## src/rtl/esa_pkg.sv

```systemverilog
`timescale 1ns / 1ps
package esa_pkg;

   localparam int VALUE_W = 32;
   localparam int INDEX_W = 8;
   localparam int RCOL_W  = 5;
   localparam int COL_W   = 6;
   localparam int ROWS_W  = 9;
   localparam int CSR_IDX_W  = 2;
   localparam int CSR_DATA_W = 9;

   localparam logic ACT_ACCUM = 1'b0;
   localparam logic ACT_READ  = 1'b1;

   localparam logic [1:0] STATUS_OK   = 2'd0;
   localparam logic [1:0] STATUS_DROP = 2'd1;
   localparam logic [1:0] STATUS_SAT  = 2'd2;

   localparam logic [CSR_IDX_W-1:0] CSR_TABLE_ROWS = 2'd0;
   localparam logic [CSR_IDX_W-1:0] CSR_ROW_WIDTH  = 2'd1;
   localparam logic [CSR_IDX_W-1:0] CSR_MULTI_IDX  = 2'd2;

   localparam logic signed [VALUE_W-1:0] VALUE_MAX = 32'sh7fffffff;
   localparam logic signed [VALUE_W-1:0] VALUE_MIN = 32'sh80000000;

   typedef struct packed {
      logic [ROWS_W-1:0] table_rows;
      logic [COL_W-1:0]  row_width;
      logic              multi_index;
   } esa_cfg_type;

   typedef struct packed {
      logic                      action;
      logic                      ok;
      logic signed [VALUE_W-1:0] grad;
   } esa_op_type;

endpackage

```

## src/rtl/esa_front.sv

```systemverilog
`timescale 1ns / 1ps
module esa_front #(
   parameter int MAX_ROWS  = 256,
   parameter int MAX_WIDTH = 32,
   parameter int AW        = 13
) (
   input  logic                                clock,
   input  logic                                reset,
   input  esa_pkg::esa_cfg_type                cfg,
   input  logic                                accept,
   input  logic                                action,
   input  logic signed [esa_pkg::VALUE_W-1:0]  grad_value,
   input  logic [esa_pkg::INDEX_W-1:0]         embedding_index,
   input  logic [esa_pkg::RCOL_W-1:0]          read_column,
   output esa_pkg::esa_op_type                 op,
   output logic [AW-1:0]                       addr
);

   logic [esa_pkg::COL_W-1:0]   col_ff, col_in;
   logic [esa_pkg::INDEX_W-1:0] latch_ff, latch_in;
   logic [esa_pkg::COL_W-1:0]   width_eff;
   logic [esa_pkg::COL_W-1:0]   col_cur, col_inc, col_sel;
   logic [esa_pkg::INDEX_W-1:0] row_sel;
   logic                        row_ok, col_ok;
   logic [31:0]                 addr_full;

   function automatic logic col_fits(input logic [esa_pkg::COL_W-1:0] c,
                                     input logic [esa_pkg::COL_W-1:0] w);
      return (c < w) && (32'(c) < MAX_WIDTH);
   endfunction

   always_comb begin
      width_eff = (cfg.row_width == '0) ? esa_pkg::COL_W'(1) : cfg.row_width;
      // restart a stale counter left over from a width change
      col_cur = col_fits(col_ff, width_eff) ? col_ff : '0;
      col_inc = col_cur + esa_pkg::COL_W'(1);
      col_in  = col_ff;
      latch_in = latch_ff;

      if (action == esa_pkg::ACT_READ) begin
         row_sel = embedding_index;
         col_sel = esa_pkg::COL_W'(read_column);
      end else begin
         col_sel = col_cur;
         if (cfg.multi_index || col_cur != '0) begin
            row_sel = cfg.multi_index ? embedding_index : latch_ff;
         end else begin
            row_sel = embedding_index;
         end
         if (!cfg.multi_index && col_cur == '0) begin
            latch_in = embedding_index;
         end
         col_in = col_fits(col_inc, width_eff) ? col_inc : '0;
      end

      row_ok = (esa_pkg::ROWS_W'(row_sel) < cfg.table_rows) && (32'(row_sel) < MAX_ROWS);
      col_ok = col_fits(col_sel, width_eff);
      addr_full = 32'(row_sel) * 32'(MAX_WIDTH) + 32'(col_sel);
      addr = addr_full[AW-1:0];

      op.action = action;
      op.ok     = row_ok && col_ok;
      op.grad   = grad_value;
   end

   always_ff @(posedge clock) begin
      if (reset) begin
         col_ff   <= '0;
         latch_ff <= '0;
      end else if (accept) begin
         col_ff   <= col_in;
         latch_ff <= latch_in;
      end
   end

endmodule

```

## config.mk

```make
export PLATFORM = sky130hd
export DESIGN_NAME = esa_front
export DESIGN_NICKNAME = d
export VERILOG_FILES = /design/src/rtl/esa_pkg.sv /design/src/rtl/esa_front.sv
export SDC_FILE = /design/constraint.sdc
export NUM_CORES = 1
export LEC_CHECK = 0
export ABC_CLOCK_PERIOD_IN_PS = 14000
export BUFFER_PORTS_ARGS = -buffer_cell sky130_fd_sc_hd__buf_2
export CORE_UTILIZATION = 49
export CTS_BUF_LIST = sky130_fd_sc_hd__clkbuf_8
export CTS_CLUSTER_SIZE = 10
export DETAILED_ROUTE_END_ITERATION = 6
export HOLD_SLACK_MARGIN = 0.06
export PLACE_DENSITY = 0.89
export SYNTH_ARGS = -nofsm -noshare
export SYNTH_HDL_FRONTEND = slang
export SYNTH_SLANG_ARGS = --single-unit
```

## constraint.sdc

```tcl
create_clock -name clock -period 14 [get_ports clock]
set_clock_uncertainty 0.05 [all_clocks]
set_input_delay 2.8 -clock clock [delete_from_list [all_inputs] [get_ports clock]]
set_output_delay 2.8 -clock clock [all_outputs]
set_load 0.02 [all_outputs]
```

* Word-level counts from Yosys, hierarchy flattened *
Index checks and enable logic that the tools add are counted.

operators by class
  reductions and logical operators = 12
  $add $sub $neg = 2
  mux-type cells = 7
  $lt $le $gt $ge = 7
  bitwise logic cells = 1

operators by type and width
  operator                                                       count
  6-bit 2-to-1 mux                                               4
  8-bit 2-to-1 mux                                               3
  6-bit less-than comparator                                     3
  6-bit less-than comparator, second input constant              3
  13-bit by 6-bit adder with 13-bit output                       1
  6-bit logical NOT                                              2
  8-bit by 9-bit less-than comparator with 1-bit output          1
  6-bit by 1-bit adder with 6-bit output, second input constant  1
  6-bit nonzero test                                             1
  1-bit logical AND                                              5
  3-bit AND reduction                                            1
  2-bit AND reduction                                            1
  1-bit logical NOT                                              1
  1-bit logical OR                                               1
  1-bit NOT                                                      1

storage, ports and cells
  input bits = 65
  logic and storage cells = 31
  flip-flop bits (word level) = 14
  output and inout port bits = 47

* Logic depth before layout (Yosys ltp) *
  word-level depth = 11
  depth in mapped cells = 18
  depth with buffers taken out = 18

* Worst setup path after synthesis *
No wires, ideal clock.

  path kind = input to output
  from = input port cfg[4] in the netlist's numbering
  to = output port op[32] in the netlist's numbering
  path buffers = 0
  stages on the path = 16
  data required time = 11.150 ns
  path slack = 4.824 ns
  arrival time = 6.326 ns
  cell sequence = inv_1 -> ha_1 -> a211oi_2 -> o21ai_2 -> nor2_1 -> nand2_1 -> ha_1 -> o32ai_4 -> mux2_2 -> ha_1 -> a21o_1 -> a21oi_1 -> o22ai_1 -> a2111oi_0 -> nand3_1 -> o21ai_1

RTL lines
  what             line             source
  start, declared  esa_front.sv:9   input esa_pkg::esa_cfg_type cfg,
  end, declared    esa_front.sv:15  output esa_pkg::esa_op_type op,

==> impl_metrics.tcl <==
set metrics [dict create \
    gp_congestion 0.883 \
    p_per_area_nw_per_um2 60.8 \
    reg2reg_slack_ns 10.40 \
    hp-class "reg2reg" \
    totalWireLength_um 4140 \
    io_pins 112 \
    yosysTopAreaCellShare_pct 17.2 \
    crit_required_ns 11.15 \
    drv_slew 0 \
    drt_pre_antenna_iters 4 \
    clkTransAtPathRegs_ns 0.05 \
    synth.most_common_cell "buf_4" \
    syn_inst 236 \
    htree_levels 1 \
    core-area_um2 3690 \
    yosys_warnings 0 \
    reg2reg_depth 15 \
    numCtsBuffers 3 \
    setup_tns_ns 0 \
    grt_overflow 0 \
    ys_types 45 \
    hold_viol 0 \
    critPathMaxFanout 18 \
    area_delta_synth_final_pct 4.82 \
    synth_ff_type "dfxtp_1" \
    num_vias 1672 \
    rsz0062_at_grt "no" \
    cts_setup_buffers 0 \
    synth-xor-area-share_pct 6.86 \
    final_nets 344 \
    fp.dieW_um 64.2 \
    cp-start-kind "input pin" \
    place.detailed.hpwl_um 3490 \
    synthAdderAreaFrac_pct 17.2 \
    avgSynthCellArea_um2 8.03 \
    drive_above_1_share_pct 26.2 \
    drv_cap 0 \
    vdd_drop_max_mv 0.0845 \
    nFillCells 367 \
    die-area_um2 4120 \
    grt_pass1_wl_um 6840 \
    diodes 0 \
    max-slew-margin-rel_pct 47.2 \
    drcViolationCount 0 \
    period_share_pct 71.0 \
    yosysSeqAreaShare_pct 14.8 \
    syn_area_um2 1900 \
    cts_root_buf "clkbuf_8" \
    antenna_found_initial 0 \
    max_freq_mhz 101 \
    worst_pin_slew_ns 0.785 \
    p_leak_nw 1.03 \
    ant_nets 0 \
    clk_latency_ns 0.24 \
    vias_per_cell 5.57 \
    clock-sinks 14 \
    port_buffers 47 \
    crit_type "in2out" \
    crit_arrival_ns 7.10 \
    yosys.area.top_type "ha_1" \
    die_h_um 64.2 \
    initial_core_util_pct 51.4 \
    dp_worst_setup_slack_ns 4.12 \
    avgRoutedWirePerCell_um 13.8 \
    reg2reg_to "col_ff[2]" \
    synth_mux_area_share_pct 9.17 \
    cts_resized 0 \
    setup_viol 0 \
    grt_max_degree 19 \
    status "finished clean" \
    synth_common_cells "buf_4, ha_1, nor2_1, inv_1" \
    yosys.area_share.simple_pct 17.8 \
    cts_buffer_depth 2 \
    cts_tree "built" \
    grt_usage_pct 20.8 \
    synth_enable_flop_cells 0 \
    min_period_ns 9.95 \
    synth_top_family_by_area "simple AND/OR/NAND/NOR gates" \
    num_rows 22 \
    min_from "latch_ff[0]" \
    synth_compound_area_share_pct 16.4 \
    r2r_start "col_ff[3]" \
    synth-seq-cells 14 \
    synth_area_leaders "ha_1, dfxtp_1, buf_4" \
    timing.final.ws_setup_ns 4.05 \
    cp-end-kind "output pin" \
    grt_pass1_vias 1578 \
    synthArstFlopShare_pct 0 \
    ctsHoldBuffers 0 \
    hold_end "latch_ff[0]" \
    hold_depth 2 \
    drtIter0Drc 97 \
]
==> cell usage in the layout, fill, tap and decap left out, types with 2 or more instances in the layout <==
| master | instances |
|---|---|
| nor3_1 | 4 |
| o31ai_1 | 3 |
| a21o_1 | 2 |
| nor2_1 | 24 |
| o211ai_1 | 3 |
| inv_1 | 19 |
| nand3_1 | 8 |
| conb_1 | 2 |
| buf_2 | 47 |
| and4_1 | 2 |
| nand4_1 | 3 |
| clkbuf_8 | 4 |
| nand2b_1 | 2 |
| mux2i_1 | 8 |
| xor2_1 | 6 |
| o21ai_0 | 9 |
| mux2_2 | 7 |
| a32o_1 | 3 |
| nand2_1 | 14 |
| ha_1 | 26 |
| a21oi_1 | 9 |
| dfxtp_1 | 14 |
| and3_1 | 5 |
| xnor2_1 | 7 |
==> metal layers <==
metal,up-vias,share of wire (%),global-route usage (%)
li1,830,-,-
met1,750,43,25.5
met2,74,47,36.0
met3,18,7.3,3.57
met4,0,2.7,7.78
met5,-,0,0
==> logic make-up (layout without fill, tap and decap cells) <==
logic type      count (synthesis)  after routing
compound gates                 42             42
flops                          14             14
other cells                     1              2
xor+xnor                       14             14
buf+inv                        55             70
fa+ha+maj                      26             26
mux                            16             16
simple gates                   68             68
==> worst max-delay path, stage by stage <==
cell and delay (ns):
buf_2 0.11, nor4_1 0.47, nor4b_2 0.36, nor3_1 0.16, nor2_1 0.18, nand2_1 0.11, ha_1 0.25, o32ai_4 0.63
mux2_2 0.41, ha_1 0.29, a21o_1 0.16, a21oi_1 0.13, o22ai_1 0.09, a2111oi_0 0.51, nand3_1 0.13, o21ai_1 0.14
buf_2 0.17
==> power by group <==
part / internal, mW / total, mW / switching (mW) / leakage [nW]
clock: 0.0249 / 0.0377 / 0.0128 / 0.0288
combinational: 0.0171 / 0.0408 / 0.0237 / 0.884
sequential: 0.0410 / 0.0424 / 0.00140 / 0.113
==> worst max path at each step <==
stage          startpoint     end  slack, ns  depth (start not counted)
3_3_place_gp       cfg[4]  op[32]       4.30                         17
5_1_grt            cfg[4]  op[32]       3.69                         17
4_1_cts            cfg[4]  op[32]       4.11                         17
6_report           cfg[4]  op[32]       4.05                         17
3_5_place_dp       cfg[4]  op[32]       4.12                         17
2_1_floorplan      cfg[4]  op[32]       4.82                         16
==> per-stage QoR <==
step	hold WS (ns)	cell area (um2)	cells	total power, mW	utilization [%]
2_1_floorplan	0.408	1900	237	0.0832	-
3_3_place_gp	0.419	1930	296	0.0825	52.4
3_5_place_dp	0.441	1930	296	0.0837	52.4
4_1_cts	0.456	1990	300	0.122	53.9
5_1_grt	0.481	1990	300	0.129	53.9
6_report	0.452	1990	300	0.121	53.9
==> flip-flops by register name (all words and copies together) (netlist names) <==
| register | count |
|---|---|
| latch_ff | 8 |
| col_ff | 6 |
==> cell type report <==
cell class	instances	area, um2	area share, %
Timing Repair Buffer	47	235	11.8
Multi-Input combinational cell	168	1280	64.7
Clock buffer	4	55.1	2.77
Tap cell	48	60.1	3.02
Inverter	19	71.3	3.59
Sequential cell	14	280	14.1
No activity file was read; power rests on OpenSTA's default activity.
