===== src/rtl/esa_pkg.sv =====
`timescale 1ns / 1ps
package esa_pkg;

   localparam int VALUE_W = 32;
   localparam int INDEX_W = 8;
   localparam int RCOL_W  = 5;
   localparam int COL_W   = 6;
   localparam int ROWS_W  = 9;
   localparam int CSR_IDX_W  = 2;
   localparam int CSR_DATA_W = 9;

   localparam logic ACT_ACCUM = 1'b0;
   localparam logic ACT_READ  = 1'b1;

   localparam logic [1:0] STATUS_OK   = 2'd0;
   localparam logic [1:0] STATUS_DROP = 2'd1;
   localparam logic [1:0] STATUS_SAT  = 2'd2;

   localparam logic [CSR_IDX_W-1:0] CSR_TABLE_ROWS = 2'd0;
   localparam logic [CSR_IDX_W-1:0] CSR_ROW_WIDTH  = 2'd1;
   localparam logic [CSR_IDX_W-1:0] CSR_MULTI_IDX  = 2'd2;

   localparam logic signed [VALUE_W-1:0] VALUE_MAX = 32'sh7fffffff;
   localparam logic signed [VALUE_W-1:0] VALUE_MIN = 32'sh80000000;

   typedef struct packed {
      logic [ROWS_W-1:0] table_rows;
      logic [COL_W-1:0]  row_width;
      logic              multi_index;
   } esa_cfg_type;

   typedef struct packed {
      logic                      action;
      logic                      ok;
      logic signed [VALUE_W-1:0] grad;
   } esa_op_type;

endpackage


===== src/rtl/esa_update.sv =====
`timescale 1ns / 1ps
module esa_update #(
   parameter int AW = 13
) (
   input  logic                               clock,
   input  logic                               reset,
   input  logic                               accept,
   input  esa_pkg::esa_op_type                op,
   input  logic [AW-1:0]                      addr,
   input  logic [esa_pkg::VALUE_W-1:0]        ram_q,
   output logic                               wr_en,
   output logic [AW-1:0]                      wr_addr,
   output logic [esa_pkg::VALUE_W-1:0]        wr_data,
   output logic                               busy,
   output logic                               rsp_valid,
   input  logic                               rsp_stall,
   output logic signed [esa_pkg::VALUE_W-1:0] rsp_read_value,
   output logic [1:0]                         rsp_status
);

   logic                               s1_valid_ff;
   esa_pkg::esa_op_type                s1_op_ff;
   logic [AW-1:0]                      s1_addr_ff;
   logic                               fwd_valid_ff;
   logic [AW-1:0]                      fwd_addr_ff;
   logic [esa_pkg::VALUE_W-1:0]        fwd_data_ff;
   logic                               rsp_valid_ff;
   logic signed [esa_pkg::VALUE_W-1:0] value_ff, value_in;
   logic [1:0]                         status_ff, status_in;
   logic                               out_free;
   logic signed [esa_pkg::VALUE_W-1:0] cur;
   logic signed [esa_pkg::VALUE_W:0]   sum;
   logic [esa_pkg::VALUE_W-1:0]        new_val;

   assign out_free = !rsp_valid_ff || !rsp_stall;
   assign busy     = s1_valid_ff && !out_free;

   always_comb begin
      // the write in the cycle of this entry's read is not yet in the RAM data
      cur = (fwd_valid_ff && fwd_addr_ff == s1_addr_ff) ? fwd_data_ff : ram_q;
      sum = {cur[esa_pkg::VALUE_W-1], cur} +
            {s1_op_ff.grad[esa_pkg::VALUE_W-1], s1_op_ff.grad};
      value_in  = '0;
      status_in = esa_pkg::STATUS_OK;
      new_val   = '0;
      if (!s1_op_ff.ok) begin
         status_in = esa_pkg::STATUS_DROP;
      end else if (s1_op_ff.action == esa_pkg::ACT_READ) begin
         value_in = cur;
      end else if (sum[esa_pkg::VALUE_W] != sum[esa_pkg::VALUE_W-1]) begin
         new_val   = sum[esa_pkg::VALUE_W] ? esa_pkg::VALUE_MIN : esa_pkg::VALUE_MAX;
         status_in = esa_pkg::STATUS_SAT;
      end else begin
         new_val = sum[esa_pkg::VALUE_W-1:0];
      end
   end

   assign wr_en   = s1_valid_ff && out_free && s1_op_ff.ok;
   assign wr_addr = s1_addr_ff;
   assign wr_data = new_val;

   always_ff @(posedge clock) begin
      if (reset) begin
         s1_valid_ff  <= 1'b0;
         fwd_valid_ff <= 1'b0;
         rsp_valid_ff <= 1'b0;
      end else begin
         if (accept) begin
            s1_valid_ff <= 1'b1;
         end else if (out_free) begin
            s1_valid_ff <= 1'b0;
         end
         if (out_free) begin
            rsp_valid_ff <= s1_valid_ff;
         end
         if (wr_en) begin
            fwd_valid_ff <= 1'b1;
         end
      end
   end

   always_ff @(posedge clock) begin
      if (accept) begin
         s1_op_ff   <= op;
         s1_addr_ff <= addr;
      end
      if (wr_en) begin
         fwd_addr_ff <= s1_addr_ff;
         fwd_data_ff <= new_val;
      end
      if (out_free && s1_valid_ff) begin
         value_ff  <= value_in;
         status_ff <= status_in;
      end
   end

   assign rsp_valid      = rsp_valid_ff;
   assign rsp_read_value = value_ff;
   assign rsp_status     = status_ff;

endmodule


===== config.mk =====
export PLATFORM = sky130hd
export DESIGN_NAME = esa_update
export DESIGN_NICKNAME = d
export VERILOG_FILES = /design/src/rtl/esa_pkg.sv /design/src/rtl/esa_update.sv
export SDC_FILE = /design/constraint.sdc
export NUM_CORES = 1
export LEC_CHECK = 0
export ABC_AREA = 1
export BUFFER_PORTS_ARGS = -buffer_cell sky130_fd_sc_hd__buf_2
export CORE_ASPECT_RATIO = 0.75
export CORE_MARGIN = 2
export CORE_UTILIZATION = 61
export CTS_BUF_LIST = sky130_fd_sc_hd__clkbuf_8
export DETAILED_ROUTE_END_ITERATION = 16
export PLACE_DENSITY = 0.88
export SETUP_SLACK_MARGIN = 0.3
export SYNTH_ARGS = -nofsm -noshare
export SYNTH_HDL_FRONTEND = slang
export SYNTH_SLANG_ARGS = --single-unit

===== constraint.sdc =====
create_clock -name clock -period 6.6 [get_ports clock]
set_input_delay 0.33 -clock clock [delete_from_list [all_inputs] [get_ports clock]]
set_output_delay 0.33 -clock clock [all_outputs]
set_load 0.01 [all_outputs]

# Yosys cells after proc, flatten, opt, wreduce, memory -nomap -nowiden
# Index checks and enable logic that the tools add are counted.
# Widths: inputs -> output; s select.
[op_classes]
addsub = 1
eq_ne = 2
n_mux = 9
n_bitwise = 1
reduce_logical = 11
[ops]
columns = ["op", "n"]
rows = [
  ["$mux 32", 5],
  ["$add 32x32->33", 1],
  ["$eq 13x13->1", 1],
  ["$logic_and 1x1->1", 4],
  ["$logic_not 1->1", 3],
  ["$mux 1", 3],
  ["$mux 2", 1],
  ["$reduce_and 2->1", 1],
  ["$reduce_bool 2->1", 1],
  ["$reduce_or 2->1", 1],
  ["$logic_or 1x1->1", 1],
  ["$ne 1x1->1", 1],
  ["$not 1->1", 1],
]
[totals]
reg_bits = 129
input_bits = 83
output_inout_bits = 82
elab_cells = 36

# Longest topological paths before layout
# Gate-level depths: netlist of run 1.
[depth]
depth_word = 8
ltp_mapped = 28
ltp_nobuf = 26

# Least setup slack after synthesis of run 1
# No wires, ideal clock.
[synth_timing]
kind = "flip-flop to output port"
start = "reg s1_addr_ff[8], in the netlist wr_addr[8]"
end = "out wr_data[10] in the netlist's numbering"
arrival_time_ns = 3.399
required_time_ns = 6.270
slack_ns = 2.871
path_stages_with_launch = 25
path_buffers = 2
path_cell_list = "edfxtp_1 -> inv_1 -> o21ai_0 -> nand3b_1 -> nor4_1 -> nand2_1 -> clkbuf_1 -> o21ai_0 -> inv_1 -> ha_1 -> fa_1 -> nand2_1 -> nand2_1 -> nand3_1 -> nand2_2 -> nand2_1 -> nand2_2 -> nand2_2 -> nand2_1 -> nand2_1 -> nand2_2 -> a21oi_4 -> buf_6 -> nand2_1 -> inv_1"
[synth_between]
elab_chain_cells = 8
elab_cells_between_ends = 9
cone_classes = "add/sub: 1; eq/ne: 2; mux: 5; reduce/logical: 1"
[synth_lines]
columns = ["element", "line", "text"]
rows = [
  ["from (decl)", "esa_update.sv:23", "logic [AW-1:0] s1_addr_ff;"],
  ["from (signal assigned)", "esa_update.sv:85", "s1_addr_ff <= addr;"],
  ["$eq 13x13->1 (*)", "esa_update.sv:40", "cur = (fwd_valid_ff && fwd_addr_ff == s1_addr_ff) ? fwd_data_ff : ram_q;"],
  ["$logic_and 1x1->1 (*)", "esa_update.sv:40", ""],
  ["$mux 32 (*)", "esa_update.sv:40", ""],
  ["net cur, one bit", "esa_update.sv:31", "logic signed [esa_pkg::VALUE_W-1:0] cur;"],
  ["$add 32x32->33 (*)", "esa_update.sv:41", "sum = {cur[esa_pkg::VALUE_W-1], cur} +"],
  ["$mux 32 or $ne 1x1->1 (tied branches)", "esa_update.sv:51, esa_update.sv:50", ""],
  ["$mux 32 (*)", "esa_update.sv:50", "end else if (sum[esa_pkg::VALUE_W] != sum[esa_pkg::VALUE_W-1]) begin"],
  ["$mux 32 (*)", "esa_update.sv:48", "end else if (s1_op_ff.action == esa_pkg::ACT_READ) begin"],
  ["$mux 32 (*)", "esa_update.sv:46", "if (!s1_op_ff.ok) begin"],
  ["to (decl)", "esa_update.sv:13", "output logic [esa_pkg::VALUE_W-1:0] wr_data,"],
]
# The timed path passes the listed nets; every way through them passes the cells marked *.

# Worst setup path after layout of run 1
[layout_timing]
start = "reg s1_addr_ff[6], in the netlist wr_addr[6]"
end = "out wr_data[3] in the netlist's numbering"
# The elaborated chain is that of the path after synthesis.

==> load_flow_metrics.sql, run 1 <==
INSERT INTO impl_metrics (metric_group, metric, value, unit) VALUES
('global_route', 'number_of_antenna_violations_at_the_first_check_in_global_routing', '1', ''),
('floorplan', 'die_area', '13470', 'sq um'),
('floorplan', 'core_area', '12260', 'sq um'),
('cells_and_area', 'num-nets-final', '1211', ''),
('floorplan', 'row_count', '35', ''),
('sta', 'max_slew_margin', '25.79', '%'),
('yosys', 'synth-seq-area-share', '50.23', '%'),
('sta', 'rsz0062_at_grt', 'no', ''),
('global_route', 'overflow', '0', ''),
('outcome', 'status', 'finished clean', ''),
('drt', 'wl_met3', '2.661', 'mm'),
('floorplan', 'die_height', '101', 'um'),
('sta', 'crit_share_post_route', '88.03', '%'),
('worst_setup_path', 'required', '6.27', 'ns'),
('flow_run', 'drv_cap', '0', ''),
('placed_design', 'placer_congestion', '0.9509', ''),
('drt', 'route.layer.met1.wl', '8.764', 'mm'),
('cells_and_area', 'area_growth_syn_to_layout', '18.33', '%'),
('worst_setup_path', 'timing.critical_path.slowest_cell_delay', '0.69', 'ns'),
('placed_design', 'port-buffer-count', '164', ''),
('pwr', 'power.share.clock', '33.8', '%'),
('cts', 'clk_sink_count', '129', ''),
('cts', 'cts_max_level', '4', ''),
('cts', 'cts_tree', 'yes', ''),
('sta', 'timing.setup.tns', '0', 'ns'),
('cts', 'cts_inserted_buffers', '17', ''),
('pwr', 'vdd.ir_drop.worst', '0.0001687', 'V'),
('cts', 'clk_latency', '0.46', 'ns'),
('floorplan', 'initial_core_util', '62.41', '%'),
('global_route', 'gr-usage-all-layers', '31.71', '%'),
('floorplan', 'pin_count', '165', ''),
('worst_setup_path', 'top_fanout_value_on_the_critical_path', '39', ''),
('worst_setup_path', 'setup_crit_end_kind', 'primary output', ''),
('worst_setup_path', 'critical_path_buf_inv_count', '6', ''),
('cts', 'clock_tree.root_cell', 'sky130_fd_sc_hd__clkbuf_8', ''),
('cells_and_area', 'layout.cells.most_common_list', 'sky130_fd_sc_hd__nand2_1, sky130_fd_sc_hd__inv_1, sky130_fd_sc_hd__buf_2, sky130_fd_sc_hd__edfxtp_1, sky130_fd_sc_hd__nor2_1', ''),
('pwr', 'switching_share', '32.07', '%'),
('worst_setup_path', 'timing.setup.critical_path_class', 'flop to primary output', ''),
('pwr', 'internal_power', '1.574', 'mW'),
('placed_design', 'hpwl', '15.85', 'mm'),
('cts', 'postCtsSetupBuffers', '0', ''),
('drt', 'first_iteration_detailed_routing_drc_count', '699', ''),
('global_route', 'grt_pass1_wl', '31.95', 'mm'),
('yosys', 'synthesis.area', '7652', 'sq um'),
('worst_setup_path', 'crit_path_cell_trace', 'inv_1 -> o21ai_0 -> inv_1 -> o211ai_1 -> nor4_1 -> nand2_2 -> buf_4 -> o21ai_0 -> inv_1 -> ha_1 -> a21oi_1 -> nand2_1 -> a21oi_2 -> nand2_2 -> nand2_4 -> nand2_2 -> nand2_1 -> nand2_2 -> a21oi_4 -> nand2_1 -> inv_1 -> buf_2', ''),
('worst_setup_path', 'critical_path.startpoint_type', 'flop', ''),
('placed_design', 'detailed_place.area', '8598', 'sq um'),
('pwr', 'power_switching', '0.7432', 'mW'),
('drt', 'route.antenna.remaining_nets', '0', ''),
('yosys', 'postSynthNetCount', '1042', ''),
('cts', 'cts_buffer_depth', '2', ''),
('drt', 'vias', '6760', ''),
('global_route', 'grt_max_degree', '49', ''),
('pwr', 'power_density', '255.9', 'nW/um^2'),
('drt', 'wl_met2', '8.735', 'mm'),
('sta', 'setup_viol_count_final', '0', ''),
('sta', 'report.final.hold_viol_count', '0', ''),
('drt', 'wl_per_cell', '16.16', 'um'),
('pwr', 'leakagePower', '4.814', 'nW'),
('drt', 'remaining_drc_errors', '0', ''),
('drt', 'route.top_layer_used', 'met5', ''),
('floorplan', 'floorplan.die.width', '133.3', 'um'),
('yosys', 'synth.distinct_cells', '34', ''),
('cells_and_area', 'mostFrequentLayoutCell', 'sky130_fd_sc_hd__nand2_1', ''),
('worst_setup_path', 'critical-path-slowest-cell', 'sky130_fd_sc_hd__a21oi_4', ''),
('drt', 'routed_wl', '20.60', 'mm'),
('sta', 'maxClockFrequency', '0.1721', 'GHz'),
('pwr', 'p_comb_share', '24.1', '%'),
('yosys', 'synthesis.instances', '926', ''),
('cells_and_area', 'final_layout_size_suffix_gt1_share', '21.12', '%'),
('yosys', 'flip_flop_and_latch_count_after_synthesis', '129', '');
==> registers in the layout, summed over array words and instances (netlist names), 2 cells and up <==
signal and count:
fwd_addr_ff 13, fwd_data_ff 32, rsp_read_value 32, rsp_status 2
s1_op_ff 34, wr_addr 13
==> synthesized netlist by cell type <==
library cell,n,area share (%)
sky130_fd_sc_hd__nand2_1,268,13
sky130_fd_sc_hd__inv_1,189,9.3
sky130_fd_sc_hd__edfxtp_1,126,49
sky130_fd_sc_hd__nor2_1,87,4.3
sky130_fd_sc_hd__nand3_1,47,3.1
sky130_fd_sc_hd__o21ai_0,42,2.7
sky130_fd_sc_hd__ha_1,32,5.2
sky130_fd_sc_hd__a21oi_1,28,1.8
sky130_fd_sc_hd__nand2_2,14,1.1
sky130_fd_sc_hd__xnor2_1,14,1.6
sky130_fd_sc_hd__nand3b_1,12,1.2
sky130_fd_sc_hd__clkbuf_1,9,0.44
sky130_fd_sc_hd__o21bai_1,7,0.69
sky130_fd_sc_hd__a21oi_2,6,0.69
sky130_fd_sc_hd__buf_6,6,0.88
sky130_fd_sc_hd__nand4_1,5,0.41
sky130_fd_sc_hd__nor3_1,5,0.33
sky130_fd_sc_hd__xor2_1,4,0.46
sky130_fd_sc_hd__buf_4,3,0.29
sky130_fd_sc_hd__dfxtp_1,3,0.78
sky130_fd_sc_hd__inv_2,3,0.15
sky130_fd_sc_hd__nand2_4,2,0.29
sky130_fd_sc_hd__o22ai_1,2,0.16
sky130_fd_sc_hd__or2_2,2,0.16
sky130_fd_sc_hd__a21oi_4,1,0.21
sky130_fd_sc_hd__and2_1,1,0.082
sky130_fd_sc_hd__fa_1,1,0.26
sky130_fd_sc_hd__nand3_2,1,0.13
sky130_fd_sc_hd__nor2_2,1,0.082
sky130_fd_sc_hd__nor3_2,1,0.13
sky130_fd_sc_hd__nor4_1,1,0.082
sky130_fd_sc_hd__o2111ai_1,1,0.11
sky130_fd_sc_hd__o211ai_1,1,0.098
sky130_fd_sc_hd__o21ba_2,1,0.13
==> power by group through the flow <==
stage | Combinational, mW | Clock [mW] | Sequential [mW]
6_report | 0.558 | 0.783 | 0.976
5_1_grt | 0.616 | 0.819 | 0.980
4_1_cts | 0.546 | 0.784 | 0.976
3_5_place_dp | 0.540 | 0 | 0.994
3_3_place_gp | 0.534 | 0 | 0.993
2_1_floorplan | 0.373 | 0 | 0.997
==> routing by layer <==
metal	up-vias	global-route usage [%]
met5	-	0
met3	44	10.36
met4	2	11.05
met1	3041	44.11
met2	394	47.18
li1	3279	-
==> layout make-up <==
class / instances / area [sq um]
flip-flops and latches: 129 / 3844
clock buffers: 17 / 234.0
fillers: 916 / 3207
inverters: 192 / 720.7
repair buffers: 168 / 850.8
clock inverters: 15 / 217.7
diodes: 1 / 2.502
multi-input cells: 587 / 2978
well taps: 166 / 207.7
==> path summary, 6_finish.rpt <==
check / start / cells past startpoint / slack [ns] / endpoint
worst min register to register: fwd_valid_ff / 2 / 0.48 / fwd_valid_ff
worst min-delay path: addr[4] / 1 / 0.05 / wr_addr[4]
worst max-delay path: wr_addr[6] / 22 / 0.79 / wr_data[3]
worst max register to register: wr_addr[6] / 21 / 1.58 / fwd_data_ff[3]
==> worst reg2reg max path, cell delays in order (launching register included) <==
cell and delay, ns:
sky130_fd_sc_hd__edfxtp_1 0.44, sky130_fd_sc_hd__inv_1 0.13, sky130_fd_sc_hd__o21ai_0 0.14, sky130_fd_sc_hd__inv_1 0.11, sky130_fd_sc_hd__o211ai_1 0.08, sky130_fd_sc_hd__nor4_1 0.29
sky130_fd_sc_hd__nand2_2 0.45, sky130_fd_sc_hd__buf_4 0.37, sky130_fd_sc_hd__o21ai_0 0.30, sky130_fd_sc_hd__inv_1 0.19, sky130_fd_sc_hd__ha_1 0.38, sky130_fd_sc_hd__a21oi_1 0.31
sky130_fd_sc_hd__nand2_1 0.17, sky130_fd_sc_hd__a21oi_2 0.15, sky130_fd_sc_hd__nand2_2 0.10, sky130_fd_sc_hd__nand2_4 0.09, sky130_fd_sc_hd__nand2_2 0.05, sky130_fd_sc_hd__nand2_1 0.08
sky130_fd_sc_hd__nand2_2 0.10, sky130_fd_sc_hd__a21oi_4 0.69, sky130_fd_sc_hd__nand2_1 0.16, sky130_fd_sc_hd__inv_1 0.13
==> cells by family after synthesis <==
kind of cell    Yosys count  share of synthesized area [%]
simple gates            447                          24.51
buf+inv                 210                          11.04
compound gates           89                          6.671
flops                   129                          50.23
xor+xnor                 18                          2.060
fa+ha+maj                33                          5.494
==> per-stage QoR <==
| step | setup WS, ns | util (%) | hold slack (ns) | power, mW | cells |
|---|---|---|---|---|---|
| floorplan | 2.871 | - | 0.3991 | 1.369 | 926 |
| global placement | 1.402 | 70.12 | 0.4483 | 1.526 | 1242 |
| detailed placement | 1.252 | 70.12 | 0.4658 | 1.535 | 1242 |
| CTS | 0.6641 | 73.81 | 0.02974 | 2.306 | 1274 |
| global route | 0.4396 | 73.83 | 0.03235 | 2.415 | 1274 |
| finish | 0.7901 | 73.85 | 0.04562 | 2.317 | 1275 |
==> timing repair <==
item | in CTS | in global routing
endpoints found under the setup margin | 0 | 31
gates resized for setup | 0 | 1
hold buffers | 0 | 0
(Power assumes the default switching activity.)
==> inputs of run 2 (changes only) <==
Settings changed: BUFFER_PORTS_ARGS -buffer_cell sky130_fd_sc_hd__buf_2 to -buffer_cell sky130_fd_sc_hd__clkbuf_2.
==> run 2 against run 1 <==
Effect of this change: combinational power is 1% lower; sequential power hardly changed; final cell count stayed put; first-iteration DRC count is 1.0% higher; clock power is 5.5% lower; register-to-register slack worse by 0.12 ns; flip-flop and latch count stayed put; clock-buffer cell count stayed put; die area stayed put; highest routed layer is now met4; routed wire length is 1.7% lower; utilization is 0.16 points lower; via count is 1.1% lower.
==> load_flow_metrics.sql, run 2 (synthesis gave the netlist of run 1 again) <==
INSERT INTO impl_metrics (metric_group, metric, value, unit) VALUES
('outcome', 'status', 'finished clean', ''),
('placed_design', 'hpwl', '15.87', 'mm'),
('cts', 'cts_buffer_depth', '2', ''),
('sta', 'final_worst_setup_slack', '0.6787', 'ns'),
('placed_design', 'placer_congestion', '0.9416', ''),
('pwr', 'sequential_group_share_of_total_power', '43.1', '%'),
('cells_and_area', 'filler_cell_count', '935', ''),
('global_route', 'grt_max_degree', '49', ''),
('hold_path', 'min_delay_path_depth', '1', ''),
('worst_setup_path', 'required', '6.27', 'ns'),
('sta', 'timing.setup.tns', '0', 'ns'),
('global_route', 'number_of_antenna_violations_at_the_first_check_in_global_routing', '0', ''),
('worst_setup_path', 'reg2reg_end', 'fwd_data_ff[16]', ''),
('drt', 'routed_wl', '20.26', 'mm'),
('drt', 'route.layer.met1.wl', '8.886', 'mm'),
('drt', 'first_iteration_detailed_routing_drc_count', '706', ''),
('cts', 'clk_sink_count', '129', ''),
('worst_setup_path', 'top_fanout_value_on_the_critical_path', '31', ''),
('worst_setup_path', 'setup_crit_end_kind', 'primary output', ''),
('worst_setup_path', 'timing.reg2reg.setup_slack', '1.46', 'ns'),
('cells_and_area', 'layout.cells.most_common_list', 'sky130_fd_sc_hd__nand2_1, sky130_fd_sc_hd__inv_1, sky130_fd_sc_hd__clkbuf_2, sky130_fd_sc_hd__edfxtp_1, sky130_fd_sc_hd__nor2_1', ''),
('floorplan', 'die_height', '101', 'um'),
('sta', 'crit_share_post_route', '89.72', '%'),
('global_route', 'grt_pass1_wl', '30.73', 'mm'),
('cts', 'postCtsSetupBuffers', '0', ''),
('cells_and_area', 'num-nets-final', '1212', ''),
('worst_setup_path', 'critical_path.startpoint_type', 'flop', ''),
('floorplan', 'row_count', '35', ''),
('flow_run', 'drv_cap', '0', ''),
('floorplan', 'initial_core_util', '62.41', '%'),
('pwr', 'internal_power', '1.534', 'mW'),
('floorplan', 'die_area', '13470', 'sq um'),
('sta', 'report.final.hold_viol_count', '0', ''),
('cells_and_area', 'register_with_the_highest_flop_count', 's1_op_ff', ''),
('sta', 'max_slew_margin', '27.46', '%'),
('cts', 'cts-hold-fix-buffers', '0', ''),
('cts', 'cts.clk_slew.worst_paths', '0.09', 'ns'),
('cts', 'clock_tree.root_cell', 'sky130_fd_sc_hd__clkbuf_8', ''),
('sta', 'setup_viol_count_final', '0', ''),
('sta', 'period_needed', '5.921', 'ns'),
('sta', 'maxClockFrequency', '0.1689', 'GHz'),
('cells_and_area', 'final_core_utilization', '73.68', '%'),
('drt', 'wl_per_cell', '15.89', 'um'),
('drt', 'route.antenna.remaining_nets', '0', ''),
('worst_setup_path', 'timing.setup.critical_path_class', 'flop to primary output', ''),
('hold_path', 'timing.hold.worst_endpoint', 'wr_addr[11]', ''),
('placed_design', 'port-buffer-count', '164', ''),
('cts', 'cts_inserted_buffers', '17', ''),
('cts', 'cts_tree', 'yes', ''),
('drt', 'vias', '6687', ''),
('sta', 'final-max-slew-violation-count', '0', ''),
('cts', 'cts_max_level', '4', ''),
('floorplan', 'core_area', '12260', 'sq um'),
('cts', 'cts_repair_resize_count', '0', ''),
('worst_setup_path', 'worstPathArrival', '5.59', 'ns'),
('global_route', 'gr-usage-all-layers', '30.39', '%'),
('drt', 'remaining_drc_errors', '0', ''),
('drt', 'wl_met2', '8.763', 'mm'),
('sta', 'rsz0062_at_grt', 'no', ''),
('cells_and_area', 'area_growth_syn_to_layout', '18.07', '%'),
('pwr', 'switching_share', '32.40', '%'),
('global_route', 'first_global_vias', '6055', ''),
('worst_setup_path', 'worst-r2r-cell-count', '23', ''),
('sta', 'timing.clock.skew', '0.01324', 'ns'),
('cts', 'clk_latency', '0.45', 'ns'),
('drt', 'routed_via_density', '5.245', ''),
('pwr', 'power_switching', '0.7355', 'mW'),
('drt', 'wl_met3', '2.302', 'mm'),
('placed_design', 'dpl_worst_slack', '1.451', 'ns'),
('floorplan', 'pin_count', '165', ''),
('global_route', 'overflow', '0', ''),
('cells_and_area', 'mostFrequentLayoutCell', 'sky130_fd_sc_hd__nand2_1', ''),
('sta', 'worst_tran_pin_value', '1.085', 'ns'),
('cells_and_area', 'antenna_cells', '0', ''),
('hold_path', 'worst_hold_check_path_type', 'input pin to flop', ''),
('cells_and_area', 'final_layout_size_suffix_gt1_share', '21.10', '%'),
('pwr', 'power_density', '251.2', 'nW/um^2'),
('pwr', 'leakagePower', '4.799', 'nW'),
('hold_path', 'worstHoldStart', 'addr[11]', ''),
('drt', 'detailedRoute.firstPassIterationCount', '7', ''),
('floorplan', 'floorplan.die.width', '133.3', 'um'),
('pwr', 'p_comb_share', '24.3', '%'),
('pwr', 'vdd.ir_drop.worst', '0.0001632', 'V'),
('pwr', 'power.share.clock', '32.6', '%'),
('drt', 'route.top_layer_used', 'met4', ''),
('worst_setup_path', 'worst_r2r_startpoint', 'fwd_addr_ff[9]', ''),
('cells_and_area', 'largest_register_ff_count', '34', '');
[run 2: area by class of cell]
class                      count  area [sq um]  area share [%]
clock buffer                  17         234.0           2.590
clock inverter                15         195.2           2.160
inverter                     192         720.7           7.977
multi-input combinational    587          2975           32.93
sequential                   129          3844           42.54
tap                          166         207.7           2.299
timing repair buffer         169         858.3           9.500
[run 2: worst max-delay path by stage]
stage | start | endpoint | slack [ns]
2_1_floorplan | wr_addr[8] | wr_data[10] | 2.87
3_3_place_gp | wr_addr[0] | wr_data[19] | 1.65
3_5_place_dp | fwd_addr_ff[9] | wr_data[20] | 1.45
4_1_cts | wr_addr[1] | wr_data[20] | 0.80
5_1_grt | wr_addr[1] | wr_data[19] | 0.36
6_report | fwd_addr_ff[9] | wr_data[6] | 0.68
[run 2: critical path, cell delays in order, from the launching register on]
cell and delay, ns:
sky130_fd_sc_hd__edfxtp_1 0.38, sky130_fd_sc_hd__inv_1 0.10, sky130_fd_sc_hd__nor2_1 0.06, sky130_fd_sc_hd__nor2_1 0.10
sky130_fd_sc_hd__o21ai_0 0.11, sky130_fd_sc_hd__nor4_1 0.38, sky130_fd_sc_hd__nand2_1 0.62, sky130_fd_sc_hd__o21ai_0 0.54
sky130_fd_sc_hd__inv_1 0.15, sky130_fd_sc_hd__ha_1 0.27, sky130_fd_sc_hd__fa_1 0.49, sky130_fd_sc_hd__nand2_1 0.11
sky130_fd_sc_hd__nand2_1 0.08, sky130_fd_sc_hd__nand3_1 0.10, sky130_fd_sc_hd__nand2_2 0.08, sky130_fd_sc_hd__nand2_1 0.08
sky130_fd_sc_hd__nand2_2 0.08, sky130_fd_sc_hd__nand2_2 0.09, sky130_fd_sc_hd__nand2_1 0.07, sky130_fd_sc_hd__nand2_1 0.08
sky130_fd_sc_hd__nand2_2 0.09, sky130_fd_sc_hd__a21oi_4 0.65, sky130_fd_sc_hd__nand2_1 0.17, sky130_fd_sc_hd__inv_1 0.12
sky130_fd_sc_hd__clkbuf_2 0.14
[run 2: power groups by stage]
stage	Clock, mW	Combinational, mW	Sequential, mW
5_1_grt	0.776	0.608	0.982
2_1_floorplan	0	0.373	0.997
3_5_place_dp	0	0.537	0.996
6_report	0.740	0.552	0.978
3_3_place_gp	0	0.530	0.993
4_1_cts	0.746	0.542	0.977
[run 2: through the flow]
step | hold slack [ns] | power, mW | cells | area [sq um]
after floorplan | 0.3991 | 1.369 | 926 | 7652
after global placement | 0.4506 | 1.524 | 1243 | 8606
after detailed placement | 0.4767 | 1.533 | 1243 | 8606
after CTS | 0.03491 | 2.266 | 1275 | 9035
after global routing | 0.03150 | 2.366 | 1275 | 9035
final | 0.04365 | 2.270 | 1275 | 9035
[run 2: per-layer routing]
| layer | up-vias | global-route usage (%) |
|---|---|---|
| met5 | - | 0 |
| met4 | 0 | 8.838 |
| met3 | 31 | 6.938 |
| met2 | 337 | 45.72 |
| met1 | 3054 | 44.46 |
| li1 | 3265 | - |
